--- src/assert_macros.svh ---
// Assertion macros shared by the brake mapper RTL.
// Each macro expects signals named clk and rst_n in the enclosing module.
`ifndef ASSERT_MACROS_SVH
`define ASSERT_MACROS_SVH

// Same-cycle implication, disabled while reset is held.
`define DFBM_ASSERT_IMP(name, ante, cons, msg) \
  name: assert property (@(posedge clk) disable iff (!rst_n) (ante) |-> (cons)) \
    else $error(msg);

// Next-cycle implication, disabled while reset is held.
`define DFBM_ASSERT_NXT(name, ante, cons, msg) \
  name: assert property (@(posedge clk) disable iff (!rst_n) (ante) |=> (cons)) \
    else $error(msg);

`endif

--- src/dfbm_pkg.sv ---
// Types and constants shared by the distance frame brake mapper.
// No dependencies.
`timescale 1ns / 1ps

package dfbm_pkg;

  typedef enum logic [1:0] {
    OUT_EVAL   = 2'd0,
    OUT_CRC    = 2'd1,
    OUT_STATUS = 2'd2
  } outcome_t;

  typedef struct packed {
    outcome_t    outcome;
    logic [15:0] dist_mm;
  } entry_t;

  typedef struct packed {
    logic full;
    logic empty;
  } q_stat_t;

  typedef enum logic [1:0] {
    F_IDLE,
    F_CRC,
    F_PUSH
  } front_state_t;

  typedef enum logic [2:0] {
    B_IDLE,
    B_PREP,
    B_REM,
    B_DIV,
    B_MUL,
    B_SCALE
  } back_state_t;

  localparam int QDEPTH = 2;
  localparam int QPW    = $clog2(QDEPTH);

  localparam int CFG_IDX_W = 2;
  localparam logic [CFG_IDX_W-1:0] CFG_THRESHOLD = 2'd0;
  localparam logic [CFG_IDX_W-1:0] CFG_MIN_DIST  = 2'd1;
  localparam logic [CFG_IDX_W-1:0] CFG_PERIOD    = 2'd2;

  localparam logic [15:0] THRESHOLD_RST = 16'd300;
  localparam logic [15:0] MIN_DIST_RST  = 16'd50;
  localparam logic [31:0] PERIOD_RST    = 32'd1000000;

endpackage

--- src/dfbm_front.sv ---
// Front end: accepts frames, filters them and checks the CRC-8 one byte a cycle.
// Depends on dfbm_pkg and assert_macros.svh.
`timescale 1ns / 1ps
`include "assert_macros.svh"

module dfbm_front (
  input  logic                    clk,
  input  logic                    rst_n,
  input  logic                    start,
  output logic                    busy,
  input  logic                    in_extended_id,
  input  logic [28:0]             in_frame_id,
  input  logic [3:0]              in_data_length,
  input  logic [7:0]              in_data0,
  input  logic [7:0]              in_data1,
  input  logic [7:0]              in_data2,
  input  logic [7:0]              in_data3,
  input  logic [7:0]              in_data4,
  input  logic [7:0]              in_data5,
  input  logic [7:0]              in_data6,
  input  logic [7:0]              in_data7,
  output logic                    push,
  output dfbm_pkg::entry_t        push_data,
  input  dfbm_pkg::q_stat_t       q_stat
);
  import dfbm_pkg::*;

  localparam logic [7:0]  CRC_POLY  = 8'h07;
  localparam logic [10:0] ID_MATCH  = 11'h100;
  localparam logic [3:0]  DLC_FULL  = 4'd8;
  localparam logic [2:0]  LAST_BYTE = 3'd6;

  front_state_t fs_r, fs_nxt;
  logic [55:0]  shift_r;
  logic [7:0]   crc_r;
  logic [7:0]   crc_rx_r;
  logic [7:0]   status_r;
  logic [15:0]  dist_r;
  logic [2:0]   cnt_r;
  logic         accept;
  logic         frame_ok;

  function automatic logic [7:0] crc_step(input logic [7:0] crc, input logic [7:0] b);
    logic [7:0] c;
    c = crc ^ b;
    for (int k = 0; k < 8; k++) begin
      c = c[7] ? ((c << 1) ^ CRC_POLY) : (c << 1);
    end
    return c;
  endfunction

  assign accept   = start && !busy;
  assign frame_ok = !in_extended_id && (in_data_length == DLC_FULL) &&
                    (in_frame_id[10:0] == ID_MATCH);

  always_comb begin
    fs_nxt = fs_r;
    unique case (fs_r)
      F_IDLE: begin
        if (start && frame_ok) begin
          fs_nxt = F_CRC;
        end
      end
      F_CRC: begin
        if (cnt_r == LAST_BYTE) begin
          fs_nxt = F_PUSH;
        end
      end
      F_PUSH: begin
        if (!q_stat.full) begin
          fs_nxt = F_IDLE;
        end
      end
      default: fs_nxt = F_IDLE;
    endcase
  end

  always_comb begin
    busy = 1'b1;
    push = 1'b0;
    unique case (fs_r)
      F_IDLE:  busy = 1'b0;
      F_CRC:   busy = 1'b1;
      F_PUSH:  push = !q_stat.full;
      default: busy = 1'b1;
    endcase
  end

  always_comb begin
    push_data.dist_mm = dist_r;
    if (crc_r != crc_rx_r) begin
      push_data.outcome = OUT_CRC;
    end else if (status_r != 8'd0) begin
      push_data.outcome = OUT_STATUS;
    end else begin
      push_data.outcome = OUT_EVAL;
    end
  end

  always_ff @(posedge clk) begin
    if (!rst_n) begin
      fs_r <= F_IDLE;
    end else begin
      fs_r <= fs_nxt;
    end
  end

  always_ff @(posedge clk) begin
    if (accept && frame_ok) begin
      shift_r  <= {in_data0, in_data1, in_data2, in_data3, in_data4, in_data5, in_data6};
      crc_r    <= 8'd0;
      crc_rx_r <= in_data7;
      status_r <= in_data3;
      dist_r   <= {in_data0, in_data1};
      cnt_r    <= 3'd0;
    end else if (fs_r == F_CRC) begin
      crc_r   <= crc_step(crc_r, shift_r[55:48]);
      shift_r <= shift_r << 8;
      cnt_r   <= cnt_r + 3'd1;
    end
  end

  `DFBM_ASSERT_NXT(a_front_crc_run, (fs_r == F_CRC) && (cnt_r != LAST_BYTE), fs_r == F_CRC, "CRC pass left early")

endmodule

--- src/dfbm_fifo.sv ---
// Two-entry queue between the front end and the back end.
// Depends on dfbm_pkg and assert_macros.svh.
`timescale 1ns / 1ps
`include "assert_macros.svh"

module dfbm_fifo (
  input  logic               clk,
  input  logic               rst_n,
  input  logic               push,
  input  dfbm_pkg::entry_t   push_data,
  input  logic               pop,
  output dfbm_pkg::entry_t   pop_data,
  output dfbm_pkg::q_stat_t  q_stat
);
  import dfbm_pkg::*;

  entry_t         mem_r [QDEPTH];
  logic [QPW-1:0] wr_ptr_r;
  logic [QPW-1:0] rd_ptr_r;
  logic [QPW:0]   count_r;

  assign pop_data     = mem_r[rd_ptr_r];
  assign q_stat.full  = (count_r == (QPW + 1)'(QDEPTH));
  assign q_stat.empty = (count_r == '0);

  always_ff @(posedge clk) begin
    if (push) begin
      mem_r[wr_ptr_r] <= push_data;
    end
  end

  always_ff @(posedge clk) begin
    if (!rst_n) begin
      wr_ptr_r <= '0;
      rd_ptr_r <= '0;
      count_r  <= '0;
    end else begin
      if (push) begin
        wr_ptr_r <= wr_ptr_r + 1'b1;
      end
      if (pop) begin
        rd_ptr_r <= rd_ptr_r + 1'b1;
      end
      if (push && !pop) begin
        count_r <= count_r + 1'b1;
      end else if (pop && !push) begin
        count_r <= count_r - 1'b1;
      end
    end
  end

  `DFBM_ASSERT_IMP(a_fifo_no_overflow, push, !q_stat.full || pop, "push into a full queue")
  `DFBM_ASSERT_IMP(a_fifo_no_underflow, pop, !q_stat.empty, "pop from an empty queue")

endmodule

--- src/dfbm_back.sv ---
// Back end: configuration registers, distance mapping, percent division and duty scaling.
// Depends on dfbm_pkg and assert_macros.svh.
`timescale 1ns / 1ps
`include "assert_macros.svh"

module dfbm_back (
  input  logic                           clk,
  input  logic                           rst_n,
  input  logic                           cfg_valid,
  output logic                           cfg_ready,
  input  logic [dfbm_pkg::CFG_IDX_W-1:0] cfg_index,
  input  logic [31:0]                    cfg_data,
  output logic                           pop,
  input  dfbm_pkg::entry_t               pop_data,
  input  dfbm_pkg::q_stat_t              q_stat,
  output logic                           out_valid,
  output logic                           out_brake_on,
  output logic [6:0]                     out_brake_pct,
  output logic [31:0]                    out_duty_ns,
  output logic [1:0]                     out_outcome
);
  import dfbm_pkg::*;

  localparam logic [6:0]  FULL_PERCENT = 7'd100;
  localparam logic [60:0] RECIP_100    = 61'd1374389535;
  localparam logic [26:0] RECIP_SMALL  = 27'd5243;
  localparam logic [2:0]  DIV_STEPS    = 3'd6;

  back_state_t bs_r, bs_nxt;
  logic [15:0] threshold_r;
  logic [15:0] min_dist_r;
  logic [31:0] period_r;
  entry_t      ent_r;
  logic [25:0] q_r;
  logic [6:0]  r_r;
  logic [6:0]  pct_r;
  logic        div_en_r;
  logic [23:0] rem_r;
  logic [23:0] dvs_r;
  logic [2:0]  cnt_r;
  logic [31:0] qp_r;
  logic [13:0] rp_r;
  logic        out_valid_r;
  logic [6:0]  out_pct_r;
  logic [31:0] out_duty_r;
  outcome_t    out_outcome_r;

  logic [60:0] recip_prod;
  logic [15:0] span;
  logic [15:0] diff;
  logic [23:0] num;
  logic [31:0] q_times_100;
  logic        ge;
  logic [6:0]  pct_clamp;
  logic [32:0] qp_full;
  logic [13:0] rp_full;
  logic [26:0] small_prod;

  assign cfg_ready = 1'b1;

  assign recip_prod  = {31'b0, period_r[31:2]} * RECIP_100;
  assign span        = threshold_r - min_dist_r;
  assign diff        = threshold_r - ent_r.dist_mm;
  assign num         = {1'b0, diff, 7'b0} + {2'b0, diff, 6'b0} + {5'b0, diff, 3'b0} +
                       {8'b0, span};
  assign q_times_100 = {q_r, 6'b0} + {1'b0, q_r, 5'b0} + {4'b0, q_r, 2'b0};
  assign ge          = (rem_r >= dvs_r);
  assign pct_clamp   = (pct_r > FULL_PERCENT) ? FULL_PERCENT : pct_r;
  assign qp_full     = {7'b0, q_r} * {26'b0, pct_clamp};
  assign rp_full     = {7'b0, r_r} * {7'b0, pct_clamp};
  assign small_prod  = {13'b0, rp_r} * RECIP_SMALL;

  always_comb begin
    bs_nxt = bs_r;
    unique case (bs_r)
      B_IDLE: begin
        if (!q_stat.empty) begin
          bs_nxt = B_PREP;
        end
      end
      B_PREP:  bs_nxt = B_REM;
      B_REM:   bs_nxt = div_en_r ? B_DIV : B_MUL;
      B_DIV: begin
        if (cnt_r == 3'd0) begin
          bs_nxt = B_MUL;
        end
      end
      B_MUL:   bs_nxt = B_SCALE;
      B_SCALE: bs_nxt = B_IDLE;
      default: bs_nxt = B_IDLE;
    endcase
  end

  always_comb begin
    pop = 1'b0;
    unique case (bs_r)
      B_IDLE:  pop = !q_stat.empty;
      default: pop = 1'b0;
    endcase
  end

  always_ff @(posedge clk) begin
    if (!rst_n) begin
      bs_r        <= B_IDLE;
      out_valid_r <= 1'b0;
      threshold_r <= THRESHOLD_RST;
      min_dist_r  <= MIN_DIST_RST;
      period_r    <= PERIOD_RST;
    end else begin
      bs_r        <= bs_nxt;
      out_valid_r <= (bs_r == B_SCALE);
      if (cfg_valid && cfg_ready) begin
        unique case (cfg_index)
          CFG_THRESHOLD: threshold_r <= cfg_data[15:0];
          CFG_MIN_DIST:  min_dist_r  <= cfg_data[15:0];
          CFG_PERIOD:    period_r    <= cfg_data;
          default:       ;
        endcase
      end
    end
  end

  always_ff @(posedge clk) begin
    case (bs_r)
      B_IDLE: begin
        ent_r <= pop_data;
      end
      B_PREP: begin
        q_r      <= recip_prod[60:35];
        pct_r    <= 7'd0;
        div_en_r <= 1'b0;
        rem_r    <= num;
        dvs_r    <= {1'b0, span, 7'b0};
        if (ent_r.outcome != OUT_EVAL || ent_r.dist_mm >= threshold_r) begin
          pct_r <= 7'd0;
        end else if (ent_r.dist_mm <= min_dist_r) begin
          pct_r <= FULL_PERCENT;
        end else begin
          div_en_r <= 1'b1;
        end
      end
      B_REM: begin
        r_r   <= 7'(period_r - q_times_100);
        cnt_r <= DIV_STEPS;
      end
      B_DIV: begin
        if (ge) begin
          rem_r <= rem_r - dvs_r;
        end
        pct_r <= {pct_r[5:0], ge};
        dvs_r <= dvs_r >> 1;
        cnt_r <= cnt_r - 3'd1;
      end
      B_MUL: begin
        pct_r <= pct_clamp;
        qp_r  <= qp_full[31:0];
        rp_r  <= rp_full;
      end
      B_SCALE: begin
        out_pct_r     <= pct_r;
        out_duty_r    <= qp_r + {24'b0, small_prod[26:19]};
        out_outcome_r <= ent_r.outcome;
      end
      default: ;
    endcase
  end

  assign out_valid     = out_valid_r;
  assign out_brake_pct = out_pct_r;
  assign out_brake_on  = (out_pct_r != 7'd0);
  assign out_duty_ns   = out_duty_r;
  assign out_outcome   = out_outcome_r;

  `DFBM_ASSERT_NXT(a_back_single_strobe, out_valid_r, !out_valid_r, "result strobe held longer than one cycle")
  `DFBM_ASSERT_IMP(a_back_reject_zero, out_valid_r && (out_outcome_r != OUT_EVAL), (out_pct_r == 7'd0) && (out_duty_r == 32'd0), "rejected frame carries a brake value")
  `DFBM_ASSERT_IMP(a_back_pct_range, out_valid_r, out_pct_r <= FULL_PERCENT, "brake percent above full scale")

endmodule

--- src/distance_frame_brake_mapper_core.sv ---
// Top level of the distance frame brake mapper: front end, queue and back end.
// Depends on dfbm_pkg, dfbm_front, dfbm_fifo and dfbm_back.
//
//   Channel  Handshake                 Beat content
//   -------  ------------------------  -----------------------------------------
//   input    start & !busy             in_extended_id, in_frame_id, in_data_length,
//                                      in_data0 .. in_data7
//   result   out_valid (one cycle)     out_brake_on, out_brake_pct,
//                                      out_duty_ns, out_outcome
//   config   cfg_valid & cfg_ready     cfg_index, cfg_data
//
// A frame holds the front end for one beat, seven CRC byte steps and one queue push, so busy
// stays high from each accepted beat until its push is taken; dropped frames leave busy low.
// The back end pops an entry, prepares it, forms the remainder, runs the percent division only
// for a frame that needs it, then multiplies and scales; it takes no new entry until idle again.
// Reset is synchronous and active low; cfg_ready is always high.
// The receiver cannot stall; only a full two-entry queue holds busy high longer.
`timescale 1ns / 1ps

module distance_frame_brake_mapper_core (
  input  logic                           clk,
  input  logic                           rst_n,
  input  logic                           start,
  output logic                           busy,
  input  logic                           in_extended_id,
  input  logic [28:0]                    in_frame_id,
  input  logic [3:0]                     in_data_length,
  input  logic [7:0]                     in_data0,
  input  logic [7:0]                     in_data1,
  input  logic [7:0]                     in_data2,
  input  logic [7:0]                     in_data3,
  input  logic [7:0]                     in_data4,
  input  logic [7:0]                     in_data5,
  input  logic [7:0]                     in_data6,
  input  logic [7:0]                     in_data7,
  output logic                           out_valid,
  output logic                           out_brake_on,
  output logic [6:0]                     out_brake_pct,
  output logic [31:0]                    out_duty_ns,
  output logic [1:0]                     out_outcome,
  input  logic                           cfg_valid,
  output logic                           cfg_ready,
  input  logic [dfbm_pkg::CFG_IDX_W-1:0] cfg_index,
  input  logic [31:0]                    cfg_data
);
  import dfbm_pkg::*;

  logic    push;
  entry_t  push_data;
  logic    pop;
  entry_t  pop_data;
  q_stat_t q_stat;

  dfbm_front u_front (
    .clk            (clk),
    .rst_n          (rst_n),
    .start          (start),
    .busy           (busy),
    .in_extended_id (in_extended_id),
    .in_frame_id    (in_frame_id),
    .in_data_length (in_data_length),
    .in_data0       (in_data0),
    .in_data1       (in_data1),
    .in_data2       (in_data2),
    .in_data3       (in_data3),
    .in_data4       (in_data4),
    .in_data5       (in_data5),
    .in_data6       (in_data6),
    .in_data7       (in_data7),
    .push           (push),
    .push_data      (push_data),
    .q_stat         (q_stat)
  );

  dfbm_fifo u_fifo (
    .clk       (clk),
    .rst_n     (rst_n),
    .push      (push),
    .push_data (push_data),
    .pop       (pop),
    .pop_data  (pop_data),
    .q_stat    (q_stat)
  );

  dfbm_back u_back (
    .clk           (clk),
    .rst_n         (rst_n),
    .cfg_valid     (cfg_valid),
    .cfg_ready     (cfg_ready),
    .cfg_index     (cfg_index),
    .cfg_data      (cfg_data),
    .pop           (pop),
    .pop_data      (pop_data),
    .q_stat        (q_stat),
    .out_valid     (out_valid),
    .out_brake_on  (out_brake_on),
    .out_brake_pct (out_brake_pct),
    .out_duty_ns   (out_duty_ns),
    .out_outcome   (out_outcome)
  );

endmodule
--- config.mk ---
export PLATFORM = sky130hd
export DESIGN_NAME = distance_frame_brake_mapper_core
export DESIGN_NICKNAME = d
export VERILOG_FILES = /design/src/dfbm_pkg.sv /design/src/dfbm_front.sv /design/src/dfbm_fifo.sv /design/src/dfbm_back.sv /design/src/distance_frame_brake_mapper_core.sv
export VERILOG_INCLUDE_DIRS = /design/src /design/src/src
export SDC_FILE = /design/constraint.sdc
export NUM_CORES = 2
export LEC_CHECK = 0
export BUFFER_PORTS_ARGS = -buffer_cell sky130_fd_sc_hd__buf_2
export CAP_MARGIN = 40
export CORE_ASPECT_RATIO = 1.1
export CORE_MARGIN = 3
export CORE_UTILIZATION = 65
export DETAILED_ROUTE_END_ITERATION = 16
export PLACE_DENSITY = 0.83
export SYNTH_ARGS = -nofsm -noshare
export SYNTH_HDL_FRONTEND = slang
export SYNTH_SLANG_ARGS = --single-unit
--- constraint.sdc ---
create_clock -name clk -period 7.4 [get_ports clk]
set_input_delay 0.37 -clock clk [delete_from_list [all_inputs] [get_ports clk]]
set_output_delay 0.37 -clock clk [all_outputs]
set_load 0.03 [all_outputs]
==> summary.log <==
qor: layout.finalNetCount 5944
qor: synthesis.synth-seq-cells 405
qor: detailed_routing.drtAntennaViolNets 0
qor: synthesis.syn_inst 4369
qor: synthesis.ys_dominant_reg_cell sky130_fd_sc_hd__edfxtp_1
qor: sta.clock-skew-final 36.0 ps
qor: detailed_routing.wl 104000 um
qor: sta.setup_tns 0 ps
qor: floorplan.io_pins 181
qor: clock_network.cts_root_buffer sky130_fd_sc_hd__clkbuf_16
qor: layout.diodes 0
qor: clock_network.tritoncts_num_sinks 405
qor: sta.fin_worst_hold_slack 26.7 ps
qor: worst_setup_path.critical-path-top-cell-by-count sky130_fd_sc_hd__fa_1
qor: floorplan.floorplan.die.width 257 um
qor: synthesis.async_reset_ff_share 0%
qor: global_route.global_route.usage.total 29.3%
qor: worst_setup_path.timing.setup.critical_path_class reg -> reg
qor: synthesis.post_synth_instance_area 45000 sq um
qor: synthesis.post_synth_xor_area_fraction 3.93%
qor: worst_setup_path.crit_start u_back.period_r[14]
qor: synthesis.synth_enable_flop_cells 320
qor: worst_setup_path.crit_family adder cells
qor: placed_design.post-place-cells 5422
qor: detailed_routing.detail_route.iter0.violations 1900
qor: clock_network.clockBufferDepth 3
qor: floorplan.coreArea 68100 sq um
qor: sta.slew_viol_final 0
qor: synthesis.share_of_synthesized_cell_area_in_full_adder_half_adder_and_majority_cells 43.2%
qor: sta.max_slew.worst_pin.slew 912 ps
qor: floorplan.die_y 282 um
qor: worst_hold_path.timing.hold.worst.class in -> reg
qor: clock_network.cts_buffers 45
qor: worst_hold_path.worstHoldStart cfg_data[20]
qor: worst_setup_path.largest_driver_fanout_on_the_critical_path 8
qor: global_route.maximum_number_of_pins_on_one_net_before_global_route_repair 74
qor: sta.timing.slew.headroom 39.1%
qor: clock_network.clk-insertion-delay-late 620 ps
qor: global_route.first_global_vias 32800
qor: worst_setup_path.arrival 7490 ps
qor: floorplan.dieArea 72400 sq um
qor: placed_design.dpl_wire_length 83300 um
qor: detailed_routing.drt_pass1_iterations 5
qor: worst_setup_path.slowest_cp_cell sky130_fd_sc_hd__fa_1
qor: placed_design.port_buffers 161
qor: worst_setup_path.reg2reg_from u_back.period_r[14]
qor: sta.rsz0062_at_grt false
qor: sta.hold_viol_final 0
qor: global_route.grt_pass1_wl 169000 um
qor: sta.finalCritPeriodShare 96.8%
qor: sta.setup_viol_count_final 0
qor: worst_setup_path.cells_along_the_critical_path fa_1 -> inv_1 -> fa_1 -> fa_1 -> inv_1 -> fa_1 -> fa_1 -> inv_1 -> fa_1 -> inv_1 -> fa_1 -> ha_1 -> ha_1 -> a21o_1 -> a21o_1 -> a21o_1 -> a221o_1 -> nor3_2 -> o2bb2ai_2 -> o21bai_2 -> a211oi_2 -> xnor2_1
qor: synthesis.yosys.area_share.simple 9.02%
qor: worst_setup_path.cp.buffers_inverters 4
qor: detailed_routing.vias_per_cell 5.65
qor: clock_network.clock_tree.htree_level_count 2
qor: floorplan.initial_utilization 66.1%
qor: worst_setup_path.r2r_setup_slack 230 ps
qor: synthesis.syn_nets 5719
qor: synthesis.yosysWarningCount 0
qor: worst_setup_path.crit_path_end_kind register
qor: worst_setup_path.critical_path_required_time 7730 ps
qor: global_route.grt_antenna_before_repair 0
qor: detailed_routing.route.detailed.wl_per_inst 18.7 um
qor: clock_network.clkTransAtPathRegs 80 ps
qor: layout.area_growth_syn_to_layout 8.97%
qor: placed_design.gp_congestion 0.989
qor: synthesis.synth.yosys.seq_area_share 25.1%
qor: detailed_routing.vias 31300
qor: sta.min_period 7170 ps
qor: synthesis.synth_area_per_inst 10.3 sq um
qor: synthesis.synth_compound_gate_area_share 8.23%
qor: detailed_routing.count_of_unresolved_drc_violations_after_routing 0
qor: global_route.global_route.overflow_total 0
qor: worst_setup_path.cp-start-kind register
qor: flow_run.maxCapViolCount 0
qor: synthesis.post_synth_mux_area_share 1.79%
qor: clock_network.cts_tree built
qor: layout.instances_no_fill 5545
qor: synthesis.yosys.cell_types.count 87
qor: outcome.status complete, no violations
qor: sta.fmax 140 MHz
qor: synthesis.synth_top_family_by_area adder cells
qor: worst_setup_path.delay_contributed_by_the_slowest_stage_of_the_critical_path 640 ps
qor: layout.final_layout_size_suffix_gt1_share 7.69%
qor: floorplan.placementRows 100
layout by cell type (no fill, tap or decap), drive strengths merged, types with 51 or more instances in the layout:
cell / netlist / final
a21boi: 58 / 58
a21o: 75 / 75
a21oi: 154 / 154
and2: 73 / 73
buf: 14 / 226
clkbuf: 70 / 51
dfxtp: 85 / 85
edfxtp: 320 / 320
fa: 563 / 563
ha: 651 / 651
inv: 956 / 960
mux2: 68 / 68
nand2: 411 / 411
nand3: 61 / 61
nor2: 125 / 125
o21ai: 100 / 100
xnor2: 146 / 146
xor2: 56 / 56
layer usage:
| layer | vias to the layer above | track usage (%) | share of wire (%) |
|---|---|---|---|
| li1 | 14700 | - | - |
| met1 | 15500 | 38.2 | 41 |
| met2 | 1006 | 51.4 | 49 |
| met3 | 192 | 4.43 | 6.5 |
| met4 | 0 | 8.27 | 2.9 |
| met5 | - | 0 | 0 |
stage by stage:
stage,setup slack [ps],area (sq um),util (%)
after floorplan,673,45000,-
final,235,49000,72.0
after global routing,18.8,49000,72.0
after global placement,279,47100,69.2
after detailed placement,148,47100,69.3
after CTS,44.0,48900,71.9
logic make-up (layout without fill, tap and decap cells):
| group | Yosys count | in the layout |
|---|---|---|
| AOI/OAI and AO/OA | 559 | 559 |
| muxes | 72 | 72 |
| DFF | 405 | 405 |
| other | 1 | 1 |
| buffers and inverters | 1042 | 1300 |
| xor gates and xnor gates | 202 | 202 |
| adders and majority gates | 1214 | 1214 |
| and+or+nand+nor | 874 | 874 |
path summary, 6_finish.rpt:
path | end | cells past startpoint
setup / recovery | u_back.q_r[16] | 22
setup reg to reg | u_back.q_r[16] | 22
hold / removal | u_back.period_r[20] | 3
hold reg to reg | u_fifo.mem_r[0][14] | 0
worst min-delay path, delay by kind of cell:
kind                   cells  cell delay (ps)
and+or+nand+nor            1               50
buffers and inverters      1              110
AOI/OAI and AO/OA          1               70
synth_stat cells (15+ instances only):
| cell type | count | area [sq um] |
|---|---|---|
| sky130_fd_sc_hd__inv_1 | 956 | 3590 |
| sky130_fd_sc_hd__ha_1 | 651 | 8150 |
| sky130_fd_sc_hd__fa_1 | 563 | 11300 |
| sky130_fd_sc_hd__nand2_1 | 411 | 1540 |
| sky130_fd_sc_hd__edfxtp_1 | 320 | 9610 |
| sky130_fd_sc_hd__a21oi_1 | 153 | 766 |
| sky130_fd_sc_hd__xnor2_1 | 146 | 1280 |
| sky130_fd_sc_hd__nor2_1 | 124 | 465 |
| sky130_fd_sc_hd__dfxtp_1 | 85 | 1700 |
| sky130_fd_sc_hd__a21o_1 | 75 | 563 |
| sky130_fd_sc_hd__and2_1 | 73 | 457 |
| sky130_fd_sc_hd__clkbuf_1 | 70 | 263 |
| sky130_fd_sc_hd__nand3_1 | 61 | 305 |
| sky130_fd_sc_hd__o21ai_0 | 59 | 295 |
| sky130_fd_sc_hd__xor2_1 | 56 | 490 |
| sky130_fd_sc_hd__mux2_1 | 48 | 541 |
| sky130_fd_sc_hd__a21boi_0 | 46 | 345 |
| sky130_fd_sc_hd__o21ai_1 | 41 | 205 |
| sky130_fd_sc_hd__nor2b_1 | 39 | 244 |
| sky130_fd_sc_hd__nor3_1 | 37 | 185 |
| sky130_fd_sc_hd__nand4_1 | 29 | 181 |
| sky130_fd_sc_hd__and3_1 | 25 | 156 |
| sky130_fd_sc_hd__o21bai_1 | 24 | 180 |
| sky130_fd_sc_hd__a211oi_1 | 23 | 173 |
| sky130_fd_sc_hd__mux2_2 | 20 | 225 |
| sky130_fd_sc_hd__o211ai_1 | 15 | 113 |
| sky130_fd_sc_hd__o21a_1 | 15 | 113 |
state kept, by name, indices dropped and copies added, names as in the netlist, 7 cells and up:
signal	cells
u_front.dist_r	16
u_back.min_dist_r	16
u_back.threshold_r	16
u_back.out_brake_pct	7
u_back.r_r	7
u_back.q_r	26
u_back.pct_r	7
u_back.qp_r	32
u_front.shift_r	56
u_front.crc_r	8
u_back.period_r	32
u_back.dvs_r	23
u_fifo.mem_r	36
u_back.rem_r	24
u_back.rp_r	14
u_back.out_duty_ns	32
u_back.ent_r	18
u_front.crc_rx_r	8
u_front.status_r	8
cell type report:
class	count	area [sq um]
tap	918	1150
fill	4811	19000
sequential	405	11300
clock buffer	51	1160
multi-input combinational	2922	29800
inverter	958	3600
timing repair buffer	262	1700
clock inverter	29	274
what timing repair did:
action                     CTS  global route
hold buffers                36             0
resized for setup            0            10
setup buffers                0             7
setup endpoints to repair    0            25
hold endpoints to repair    36             0
Power is not shown: default switching activity piles up to over one toggle a cycle in this logic, so the estimate is an artifact.
